<file path="config.mk">
export PLATFORM = sky130hd
export DESIGN_NAME = url_query_pair_splitter_core
export DESIGN_NICKNAME = d
export VERILOG_FILES = /design/src/hw/rtl/uqps_pkg.sv /design/src/hw/rtl/url_query_pair_splitter_core.sv
export SDC_FILE = /design/constraint.sdc
export NUM_CORES = 1
export LEC_CHECK = 0
export BUFFER_PORTS_ARGS = -buffer_cell sky130_fd_sc_hd__clkbuf_2
export CORE_MARGIN = 2
export CORE_UTILIZATION = 58
export CTS_BUF_LIST = sky130_fd_sc_hd__clkbuf_8
export DETAILED_ROUTE_END_ITERATION = 10
export PLACE_DENSITY = 0.85
export SLEW_MARGIN = 40
export SYNTH_ARGS = -nofsm -noshare
export SYNTH_HDL_FRONTEND = slang
export SYNTH_SLANG_ARGS = --single-unit
</file>
<file path="constraint.sdc">
create_clock -name clk -period 4.24 [get_ports clk]
set_input_delay 0.848 -clock clk [delete_from_list [all_inputs] [get_ports clk]]
set_output_delay 0.848 -clock clk [all_outputs]
set_load 0.02 [all_outputs]
</file>
<file path="src/hw/rtl/uqps_pkg.sv">
// Package with the phase, result kind types and character codes of the URL query pair splitter.
package uqps_pkg;

  typedef enum logic [2:0] {
    PH_SEEK_COLON = 3'd0,
    PH_COLON      = 3'd1,
    PH_COLON_SL   = 3'd2,
    PH_SEEK_SLASH = 3'd3,
    PH_SEEK_QUERY = 3'd4,
    PH_NAME       = 3'd5,
    PH_VALUE      = 3'd6
  } phase_t;

  typedef enum logic [1:0] {
    KIND_NAME    = 2'd0,
    KIND_VALUE   = 2'd1,
    KIND_DONE    = 2'd2,
    KIND_ABANDON = 2'd3
  } kind_t;

  localparam logic [7:0] CH_END   = 8'h00;
  localparam logic [7:0] CH_COLON = 8'h3a;
  localparam logic [7:0] CH_SLASH = 8'h2f;
  localparam logic [7:0] CH_QUERY = 8'h3f;
  localparam logic [7:0] CH_EQUAL = 8'h3d;
  localparam logic [7:0] CH_AMP   = 8'h26;

endpackage

</file>
<file path="src/hw/rtl/url_query_pair_splitter_core.sv">
// Top level of the URL query pair splitter: byte parser with a registered result stage.
//
// The slave stream takes one URL byte per item on s_axis_tdata; a zero byte ends the URL
// and returns the parser to its start state. The parser finds the first "://", the next
// '/', then the next '?', and splits the query into name=value pairs. Each input item
// gives zero or one result item on the master stream: m_axis_tuser holds the kind
// (name byte, value byte, pair complete, partial name abandoned) and m_axis_tdata the
// byte, zero for the two marker kinds. A pair with an empty name gives no result items.
// An accepted byte's result is registered and shows in the next cycle. Throughput is one
// byte per cycle unless the receiver stalls, set by the single state update between the
// input and the result register. The block takes a new byte while the result register is
// empty or being drained in the same cycle. When the receiver stalls, the result is
// held and s_axis_tready drops until it is taken. Reset empties the result register and
// puts the parser at the search for the scheme separator with no name seen.
module url_query_pair_splitter_core (
  input  logic       clk,
  input  logic       rst,
  input  logic       s_axis_tvalid,
  output logic       s_axis_tready,
  input  logic [7:0] s_axis_tdata,   // [7:0] ch
  output logic       m_axis_tvalid,
  input  logic       m_axis_tready,
  output logic [7:0] m_axis_tdata,   // [7:0] data_byte
  output logic [1:0] m_axis_tuser    // [1:0] kind
);
  import uqps_pkg::*;

  phase_t     phase;
  phase_t     phase_next;
  logic       name_seen;
  logic       name_seen_next;
  logic       emit;
  kind_t      emit_kind;
  logic [7:0] emit_byte;
  logic       accept;
  logic       out_valid;
  kind_t      out_kind;
  logic [7:0] out_byte;

  assign s_axis_tready = !out_valid || m_axis_tready;
  assign accept        = s_axis_tvalid && s_axis_tready;
  assign m_axis_tvalid = out_valid;
  assign m_axis_tdata  = out_byte;
  assign m_axis_tuser  = out_kind;

  always_comb begin
    phase_next     = phase;
    name_seen_next = name_seen;
    emit           = 1'b0;
    emit_kind      = KIND_NAME;
    emit_byte      = 8'h00;
    if (s_axis_tdata == CH_END) begin
      if (phase == PH_NAME && name_seen) begin
        emit      = 1'b1;
        emit_kind = KIND_ABANDON;
      end else if (phase == PH_VALUE && name_seen) begin
        emit      = 1'b1;
        emit_kind = KIND_DONE;
      end
      phase_next     = PH_SEEK_COLON;
      name_seen_next = 1'b0;
    end else begin
      unique case (phase)
        PH_COLON: begin
          if (s_axis_tdata == CH_COLON) phase_next = PH_COLON;
          else if (s_axis_tdata == CH_SLASH) phase_next = PH_COLON_SL;
          else phase_next = PH_SEEK_COLON;
        end
        PH_COLON_SL: begin
          if (s_axis_tdata == CH_COLON) phase_next = PH_COLON;
          else if (s_axis_tdata == CH_SLASH) phase_next = PH_SEEK_SLASH;
          else phase_next = PH_SEEK_COLON;
        end
        PH_SEEK_SLASH: begin
          if (s_axis_tdata == CH_SLASH) phase_next = PH_SEEK_QUERY;
        end
        PH_SEEK_QUERY: begin
          if (s_axis_tdata == CH_QUERY) begin
            phase_next     = PH_NAME;
            name_seen_next = 1'b0;
          end
        end
        PH_NAME: begin
          if (s_axis_tdata == CH_EQUAL) begin
            phase_next = PH_VALUE;
          end else begin
            name_seen_next = 1'b1;
            emit           = 1'b1;
            emit_kind      = KIND_NAME;
            emit_byte      = s_axis_tdata;
          end
        end
        PH_VALUE: begin
          if (s_axis_tdata == CH_AMP) begin
            emit           = name_seen;
            emit_kind      = KIND_DONE;
            phase_next     = PH_NAME;
            name_seen_next = 1'b0;
          end else if (name_seen) begin
            emit      = 1'b1;
            emit_kind = KIND_VALUE;
            emit_byte = s_axis_tdata;
          end
        end
        default: begin
          phase_next = (s_axis_tdata == CH_COLON) ? PH_COLON : PH_SEEK_COLON;
        end
      endcase
    end
  end

  always_ff @(posedge clk) begin
    if (rst) begin
      phase     <= PH_SEEK_COLON;
      name_seen <= 1'b0;
      out_valid <= 1'b0;
    end else begin
      if (accept) begin
        phase     <= phase_next;
        name_seen <= name_seen_next;
        out_valid <= emit;
      end else if (m_axis_tready) begin
        out_valid <= 1'b0;
      end
    end
  end

  always_ff @(posedge clk) begin
    if (accept && emit) begin
      out_kind <= emit_kind;
      out_byte <= emit_byte;
    end
  end

endmodule

</file>
==> flow_metrics.tcl, run 1 <==
set metrics [dict create \
    pwr-share-seq_pct 54.1 \
    slew_headroom_pct 52.21 \
    hold_violations 0 \
    crit_type "in -> reg" \
    wl_per_cell_um 15.10 \
    rows 14 \
    cts_root_buf "clkbuf_8" \
    fin_crit_sh_pct 65.85 \
    cts_tree "yes" \
    synth_area_leaders "edfxtp_1 (32%), dfxtp_1 (11%), nor2b_1 (5.9%), a21oi_1 (4.2%), nand3_1 (3.7%)" \
    post_cts_resized 0 \
    multiInputGateArea_um2 526.8 \
    p_int_mw 0.2274 \
    cpMostUsedCell "nor2_1" \
    core_area_um2 1524 \
    place_area_um2 1077 \
    synthCells 103 \
    synthFlopType "edfxtp_1" \
    worst_pin_slew_ns 0.7142 \
    drv_cap 0 \
    slew_violations 0 \
    worstPathArrival_ns 2.67 \
    numPortBuffers 23 \
    cts_setup_buffers 0 \
    ys_seq_area_share_pct 42.16 \
    clkSinkCount 15 \
    min_path_type "reg -> reg" \
    slowest_stage "or4_4" \
    worstPathCellList "clkbuf_2 > or4_4 > nor4b_1 > o21a_1 > nor2_1 > nor2_1" \
    gp_congestion 0.8346 \
    start_util_pct 62.32 \
    synthTopCellsByCount "edfxtp_1 (10), nor2_1 (9), nor2b_1 (9)" \
    comb_power_share_pct 7.4 \
    clock_latency_ns 0.25 \
    synth_seq_cells 15 \
    critical-path-max-stage-delay_ns 0.58 \
    hpwl_mm 1.763 \
    post-route-util_pct 73.65 \
    pwr-share-clk_pct 38.4 \
    via_per_inst 6.326 \
    dr_total_vias 911 \
    fin_crit_ns 2.792 \
    cts_max_path_buffers 2 \
    yosysTopAreaCell "edfxtp_1" \
    wirelength_mm 2.174 \
    crit_buf_inv 1 \
    antenna_found_initial 0 \
    dr.first_iter.drc_count 34 \
    seq_area_um2 400.4 \
    syn-num-nets 115 \
    synth_edf_count 10 \
    crit_fanout 10 \
    end_kind "flip-flop" \
    first_pass_iters 4 \
    tns_ns 0 \
    grt_pass1_vias 819 \
    startpoint_type "input pin" \
    skew_ns 0.006578 \
    synth_cell_types 38 \
    final_area_um2 1122 \
    yosysMostFrequentCell "edfxtp_1" \
    clkTransAtPathRegs_ns 0.06 \
    synth_warnings 0 \
    setup_viol 0 \
    die_area_um2 1977 \
    ir_worst_vdd_mv 0.1730 \
    drive_gt1_share_pct 25.78 \
    cts_buffers 3 \
    crit_required_ns 4.11 \
    synthArstFlopShare_pct 0 \
    holdWs_ns 0.5566 \
    cp_top_family "simple AND/OR/NAND/NOR gates" \
    grt_max_degree 11 \
    dieWidth_um 44.47 \
    swShare_pct 20.13 \
    synth_top_area_share_pct 31.62 \
    nFillCells 133 \
    postRouteAntennaNets 0 \
    instances_no_fill 144 \
    grt_use_total_pct 24.26 \
    status "complete, no violations" \
    fp.dieH_um 44.47 \
    p_sw_mw 0.05730 \
    layout.nets 141 \
    syn_area_per_cell_um2 9.220 \
    netlist_area_um2 949.7 \
    area_growth_syn_to_layout_pct 18.18 \
    drc_errors 0 \
    ios 24 \
    rsz0062_at_grt "no" \
    grt_pass1_wl_mm 3.429 \
    p_per_area_nw_per_um2 253.7 \
    gr-total-overflow 0 \
    fmax_mhz 358.2 \
    dp_cells 140 \
    htree_levels 1 \
    n_antenna_cell 0 \
    leakage_nw 0.4298 \
    holdBufCountCts 0 \
]
## cell families (layout without fill, tap and decap cells)
| kind of cell | count (synthesis) | after routing | share of synthesized area (%) |
|---|---|---|---|
| compound gates | 24 | 24 | 16.60 |
| simple gates | 57 | 57 | 37.81 |
| flops | 15 | 15 | 42.16 |
| buf+inv | 6 | 31 | 2.371 |
| mux | 1 | 1 | 1.054 |
## layout by cell type (no fill, tap or decap), types with 2 or more instances in the layout
cell      instances
nor4bb_1          2
nand4_1           2
nor4b_1           2
inv_1             5
nand2_1           7
o21bai_1          2
nand2b_1          4
nor2_1            9
clkbuf_2         23
nor2b_1           9
dfxtp_1           5
a21oi_1           8
o21ai_0           5
nand3_1           7
clkbuf_8          3
nor4_1            2
edfxtp_1         10
a211oi_1          2
## metal layers
metal  up-vias  GRT usage, %  share of wire, %
met2        41         43.77                53
met1       424         26.49                40
li1        438             -                 -
met3         8         3.673               4.4
met5         -             0                 0
met4         0         13.94               2.9
## power by group through the flow
| stage | clock network, mW | registers, mW | logic [mW] |
|---|---|---|---|
| 2_1_floorplan | 0 | 0.157 | 0.0103 |
| 3_3_place_gp | 0 | 0.157 | 0.0198 |
| 3_5_place_dp | 0 | 0.157 | 0.0205 |
| 4_1_cts | 0.112 | 0.154 | 0.0206 |
| 5_1_grt | 0.115 | 0.154 | 0.0232 |
| 6_report | 0.109 | 0.154 | 0.0211 |
## worst register-to-register path: stages (launching register included)
cell     delay, ns
dfxtp_1       0.48
and3b_1       0.31
nor4b_1       0.29
o21a_1        0.17
nor2_1        0.04
nor2_1        0.57
## registers in the layout (all words and copies together) (netlist names)
name,count
phase,3
m_axis_tdata,8
name_seen,1
m_axis_tuser,2
m_axis_tvalid,1
## final cells by class
class | count | area share [%]
multi-input cells | 82 | 46.93
flip-flops and latches | 15 | 35.67
repair buffers | 23 | 10.26
well taps | 16 | 1.784
clock inverters | 1 | 0.3344
clock buffers | 3 | 3.679
inverters | 4 | 1.338
## per-stage QoR
step | power, mW | setup slack, ns
finish | 0.2847 | 1.448
global route | 0.2927 | 1.285
CTS | 0.2866 | 1.445
detailed placement | 0.1777 | 1.204
global placement | 0.1770 | 1.276
floorplan | 0.1675 | 1.517
## path summary, 6_finish.rpt
check,from,to,slack (ns),cells past startpoint
setup / recovery,s_axis_tdata[4],m_axis_tdata[1]$_SDFFCE_PP0P_,1.45,6
hold / removal,m_axis_tvalid$_SDFFE_PP0P_,m_axis_tvalid$_SDFFE_PP0P_,0.56,2
setup reg to reg,phase[2]$_SDFFE_PP0P_,m_axis_tdata[1]$_SDFFCE_PP0P_,2.01,5
hold reg to reg,m_axis_tvalid$_SDFFE_PP0P_,m_axis_tvalid$_SDFFE_PP0P_,0.56,2
Power figures use the tool's default switching activity.
==> inputs of run 2 (changes only) <==
--- a/config.mk
+++ b/config.mk
@@ -7,10 +7,10 @@
 export LEC_CHECK = 0
 export BUFFER_PORTS_ARGS = -buffer_cell sky130_fd_sc_hd__clkbuf_2
 export CORE_MARGIN = 2
-export CORE_UTILIZATION = 58
+export CORE_UTILIZATION = 49
 export CTS_BUF_LIST = sky130_fd_sc_hd__clkbuf_8
 export DETAILED_ROUTE_END_ITERATION = 10
-export PLACE_DENSITY = 0.85
+export PLACE_DENSITY = 0.76
 export SLEW_MARGIN = 40
 export SYNTH_ARGS = -nofsm -noshare
 export SYNTH_HDL_FRONTEND = slang
==> constraint.sdc (replaced) <==
create_clock -name clk -period 2.3 [get_ports clk]
set_input_delay 0.46 -clock clk [delete_from_list [all_inputs] [get_ports clk]]
set_output_delay 0.46 -clock clk [all_outputs]
set_load 0.02 [all_outputs]
==> run 2 against run 1 <==
Net effect: first-iteration DRC count decreased by 53%; final cell count increased by 10%; routed wire length decreased by 1.1%; worst hold slack got worse by 0.076 ns; largest power group unchanged.
==> flow_metrics.tcl, run 2 (synthesis gave the netlist of run 1 again) <==
set metrics [dict create \
    status "complete, no violations" \
    post-place-ws_ns 0.06270 \
    htree_levels 1 \
    place_area_um2 1149 \
    min_path_type "in -> reg" \
    slew_violations 0 \
    cts_tree "yes" \
    clock_latency_ns 0.24 \
    startpoint_type "input pin" \
    cts_buffers 3 \
    hold_start "rst" \
    fmax_mhz 503.5 \
    fp.dieH_um 48.03 \
    gp_congestion 0.8261 \
    rsz0062_at_grt "no" \
    drc_errors 0 \
    rrSetupSlack_ns 0.44 \
    worst_pin_slew_ns 0.5608 \
    leakage_nw 0.4609 \
    drive_gt1_share_pct 30.60 \
    post-route-util_pct 67.02 \
    layout.nets 147 \
    via_per_inst 5.805 \
    cts_root_buf "clkbuf_8" \
    nFillCells 159 \
    end_kind "flip-flop" \
    crit_required_ns 2.26 \
    dieWidth_um 48.03 \
    layout_commonest_cell "clkbuf_2" \
    hold_violations 0 \
    numPortBuffers 23 \
    worstPathArrival_ns 1.95 \
    tns_ns 0 \
    p_per_area_nw_per_um2 451.8 \
    first_pass_iters 4 \
    dp_cells 155 \
    antenna_found_initial 0 \
    n_antenna_cell 0 \
    hold_path_end "name_seen$_SDFFE_PP0P_" \
    ir_worst_vdd_mv 0.2276 \
    seq_area_um2 400.4 \
    wirelength_mm 2.149 \
    post_cts_resized 0 \
    postRouteAntennaNets 0 \
    fin_crit_sh_pct 86.35 \
    core_area_um2 1783 \
    timing.final.ws_setup_ns 0.3140 \
    fin_crit_ns 1.986 \
    wl_per_cell_um 13.52 \
    hpwl_mm 1.682 \
    holdWs_ns 0.4811 \
    clkSinkCount 15 \
    final_area_um2 1195 \
    start_util_pct 53.26 \
    slew_headroom_pct 62.10 \
    min_path_cells 2 \
    rows 15 \
    crit_type "in -> reg" \
    setup_viol 0 \
    r2r_cells 6 \
    area_growth_syn_to_layout_pct 25.82 \
    crit_fanout 10 \
    die_area_um2 2306 \
    largest_reg_flops 8 \
    instances_no_fill 159 \
    ios 24 \
    dr_total_vias 923 \
    grt_use_total_pct 20.45 \
    holdBufCountCts 0 \
    gr-total-overflow 0 \
    drv_cap 0 \
    r2r-end "m_axis_tdata[0]$_SDFFCE_PP0P_" \
    dr.first_iter.drc_count 16 \
    multiInputGateArea_um2 529.3 \
    cts_setup_buffers 0 \
    cts_max_path_buffers 2 \
    total_power_mw 0.5399 \
    final_cell_mix "clkbuf_2 (23), edfxtp_1 (10), nor2b_1 (9), nor2_1 (8), a21oi_1 (8)" \
    grt_pass1_vias 829 \
    skew_ns 0.005097 \
    grt_max_degree 11 \
    timing.rr.start "phase[2]$_SDFFE_PP0P_" \
    clkTransAtPathRegs_ns 0.06 \
    grt_pass1_wl_mm 3.353 \
]
==> run 2: changes by cell type in the layout (fill, tap and decap cells not counted) <==
cell,change
buf_12,+1
inv_1,-1
clkinv_2,+1
buf_4,+5
nor2_1,-1
nor2_2,+1
==> run 2: report_power, final <==
| part | internal [mW] | switching (mW) |
|---|---|---|
| Clock | 0.120 | 0.0925 |
| Combinational | 0.0205 | 0.0232 |
| Sequential | 0.284 | 0.0000513 |
| Total | 0.424 | 0.116 |
==> run 2: layer usage <==
layer  part of all wire, %  GRT usage [%]  vias up
met5                     0              0        -
met4                  0.51          5.405        0
met3                   4.2          3.396        2
met2                    53          38.93       26
met1                    42          23.17      438
li1                      -              -      457
==> run 2: worst max-delay path by stage <==
stage,from,endpoint,slack (ns),depth (start not counted)
2_1_floorplan,s_axis_tdata[4],m_axis_tdata[0]$_SDFFCE_PP0P_,0.13,5
3_3_place_gp,s_axis_tdata[4],m_axis_tdata[2]$_SDFFCE_PP0P_,0.09,7
3_5_place_dp,s_axis_tdata[4],m_axis_tdata[2]$_SDFFCE_PP0P_,0.06,7
4_1_cts,s_axis_tdata[4],m_axis_tdata[0]$_SDFFCE_PP0P_,0.31,7
5_1_grt,s_axis_tdata[4],m_axis_tdata[0]$_SDFFCE_PP0P_,0.25,7
6_report,s_axis_tdata[4],m_axis_tdata[0]$_SDFFCE_PP0P_,0.31,7
==> run 2: worst max-delay path, cell delays in order <==
cell and delay (ns):
clkbuf_2 0.11, or4_4 0.54, nor4b_1 0.31, o21a_1 0.18
nor2_1 0.05, nor2_2 0.15, buf_12 0.14
==> run 2: layout make-up <==
type | instances | share of cell area [%]
clock inverters | 1 | 0.4188
flip-flops and latches | 15 | 33.51
inverters | 4 | 1.257
clock buffers | 3 | 3.455
repair buffers | 29 | 14.45
multi-input cells | 82 | 44.29
well taps | 25 | 2.618
==> inputs of run 3 (changes only) <==
--- a/config.mk
+++ b/config.mk
@@ -11,6 +11,7 @@
 export CTS_BUF_LIST = sky130_fd_sc_hd__clkbuf_8
 export DETAILED_ROUTE_END_ITERATION = 10
 export PLACE_DENSITY = 0.76
+export RECOVER_POWER = 100
 export SLEW_MARGIN = 40
 export SYNTH_ARGS = -nofsm -noshare
 export SYNTH_HDL_FRONTEND = slang
==> run 3 against run 2 <==
Net effect: final cell count is the same; maximum frequency shrank 4.3%; register-to-register slack lost 0.06 ns; power shrank 0.64%.
==> flow_metrics.tcl, run 3 (synthesis gave the netlist of run 1 again) <==
set metrics [dict create \
    drive_gt1_share_pct 17.16 \
    r2r-end "m_axis_tdata[0]$_SDFFCE_PP0P_" \
    antenna_found_initial 0 \
    slew_violations 0 \
    leakage_nw 0.4110 \
    hold_start "rst" \
    min_path_cells 2 \
    clkTransAtPathRegs_ns 0.06 \
    worstPathArrival_ns 2.21 \
    seq_area_um2 400.4 \
    multiInputGateArea_um2 513.0 \
    rsz0062_at_grt "no" \
    crit_type "in -> reg" \
    grt_use_total_pct 20.45 \
    clock_latency_ns 0.24 \
    postRouteAntennaNets 0 \
    p_per_area_nw_per_um2 463.0 \
    setup_viol 0 \
    die_area_um2 2306 \
    n_antenna_cell 0 \
    ir_worst_vdd_mv 0.2271 \
    cts_setup_buffers 0 \
    holdBufCountCts 0 \
    status "complete, no violations" \
    rows 15 \
    worst_pin_slew_ns 0.5756 \
    tns_ns 0 \
    cts_tree "yes" \
    area_growth_syn_to_layout_pct 22.00 \
    slew_headroom_pct 61.10 \
    crit_required_ns 2.44 \
    clkSinkCount 15 \
    first_pass_iters 4 \
    drc_errors 0 \
    fin_crit_sh_pct 90.24 \
    hold_violations 0 \
    grt_pass1_wl_mm 3.353 \
    via_per_inst 5.805 \
    cts_root_buf "clkbuf_8" \
    hold_path_end "name_seen$_SDFFE_PP0P_" \
    r2r_cells 6 \
    nFillCells 173 \
    gr-total-overflow 0 \
    hpwl_mm 1.682 \
    start_util_pct 53.26 \
    holdWs_ns 0.4806 \
    drv_cap 0 \
    dr.first_iter.drc_count 19 \
    cts_max_path_buffers 2 \
    dieWidth_um 48.03 \
    timing.rr.start "phase[2]$_SDFFE_PP0P_" \
    wirelength_mm 2.171 \
    crit_fanout 5 \
    startpoint_type "input pin" \
    final_cell_mix "clkbuf_1 (14), clkbuf_2 (10), edfxtp_1 (10), nor2_1 (9), nor2b_1 (9)" \
    numPortBuffers 23 \
    layout.nets 147 \
    dr_total_vias 923 \
    fmax_mhz 481.8 \
    min_path_type "in -> reg" \
    worstPathCellList "clkbuf_2 > or4_1 > buf_4 > or3_1 > o211ai_1 > a211oi_1 > o21bai_1" \
    post_cts_resized 0 \
    dp_cells 155 \
    ios 24 \
    fp.dieH_um 48.03 \
    post-route-util_pct 64.98 \
    fin_crit_ns 2.076 \
    layout_commonest_cell "clkbuf_1" \
    total_power_mw 0.5364 \
    skew_ns 0.004097 \
    wl_per_cell_um 13.65 \
    core_area_um2 1783 \
    critical-path-max-stage-delay_ns 0.54 \
    grt_max_degree 11 \
    end_kind "flip-flop" \
    cts_buffers 3 \
    gp_congestion 0.8261 \
    instances_no_fill 159 \
    slowest_stage "or4_1" \
    htree_levels 1 \
    largest_reg_flops 8 \
    rrSetupSlack_ns 0.38 \
    grt_pass1_vias 829 \
]
-- run 3: area by class of cell --
cell class	count	share of cell area, %
Clock buffer	3	3.564
Inverter	4	1.296
Timing Repair Buffer	29	13.17
Tap cell	25	2.700
Multi-Input combinational cell	82	44.28
Sequential cell	15	34.56
Clock inverter	1	0.4320
-- run 3: power by group --
part,switching [mW],internal (mW)
clock,0.0905,0.120
combinational,0.0225,0.0198
sequential,0.0000472,0.284
total,0.113,0.423
-- run 3: metal layers --
metal,global-route usage [%],up-vias,wire length (um)
li1,-,456,-
met1,23.17,439,924
met2,38.93,26,1142
met3,3.396,2,93
met4,5.405,0,11
met5,0,-,0
-- run 3: critical path, delay by kind of cell --
kind,cells,cell delay (ns)
buffers and inverters,2,0.28
and+or+nand+nor,2,0.97
AOI/OAI and AO/OA,3,0.50
-- run 3: stage by stage --
step	cell area (um^2)	worst slack, ns
5_1_grt	1159	0.1316
3_3_place_gp	1149	0.08685
2_1_floorplan	952.2	0.1338
3_5_place_dp	1149	0.06270
6_report	1159	0.2245
4_1_cts	1195	0.3065
-- run 3: how the worst max path moves through the flow --
| stage | startpoint | endpoint | slack [ns] | depth (start not counted) |
|---|---|---|---|---|
| global placement | s_axis_tdata[4] | m_axis_tdata[2]$_SDFFCE_PP0P_ | 0.09 | 7 |
| detailed placement | s_axis_tdata[4] | m_axis_tdata[2]$_SDFFCE_PP0P_ | 0.06 | 7 |
| floorplan | s_axis_tdata[4] | m_axis_tdata[0]$_SDFFCE_PP0P_ | 0.13 | 5 |
| finish | s_axis_tdata[4] | phase[1]$_SDFFE_PP0P_ | 0.22 | 7 |
| CTS | s_axis_tdata[4] | m_axis_tdata[0]$_SDFFCE_PP0P_ | 0.31 | 7 |
| global route | s_axis_tdata[7] | phase[1]$_SDFFE_PP0P_ | 0.13 | 7 |
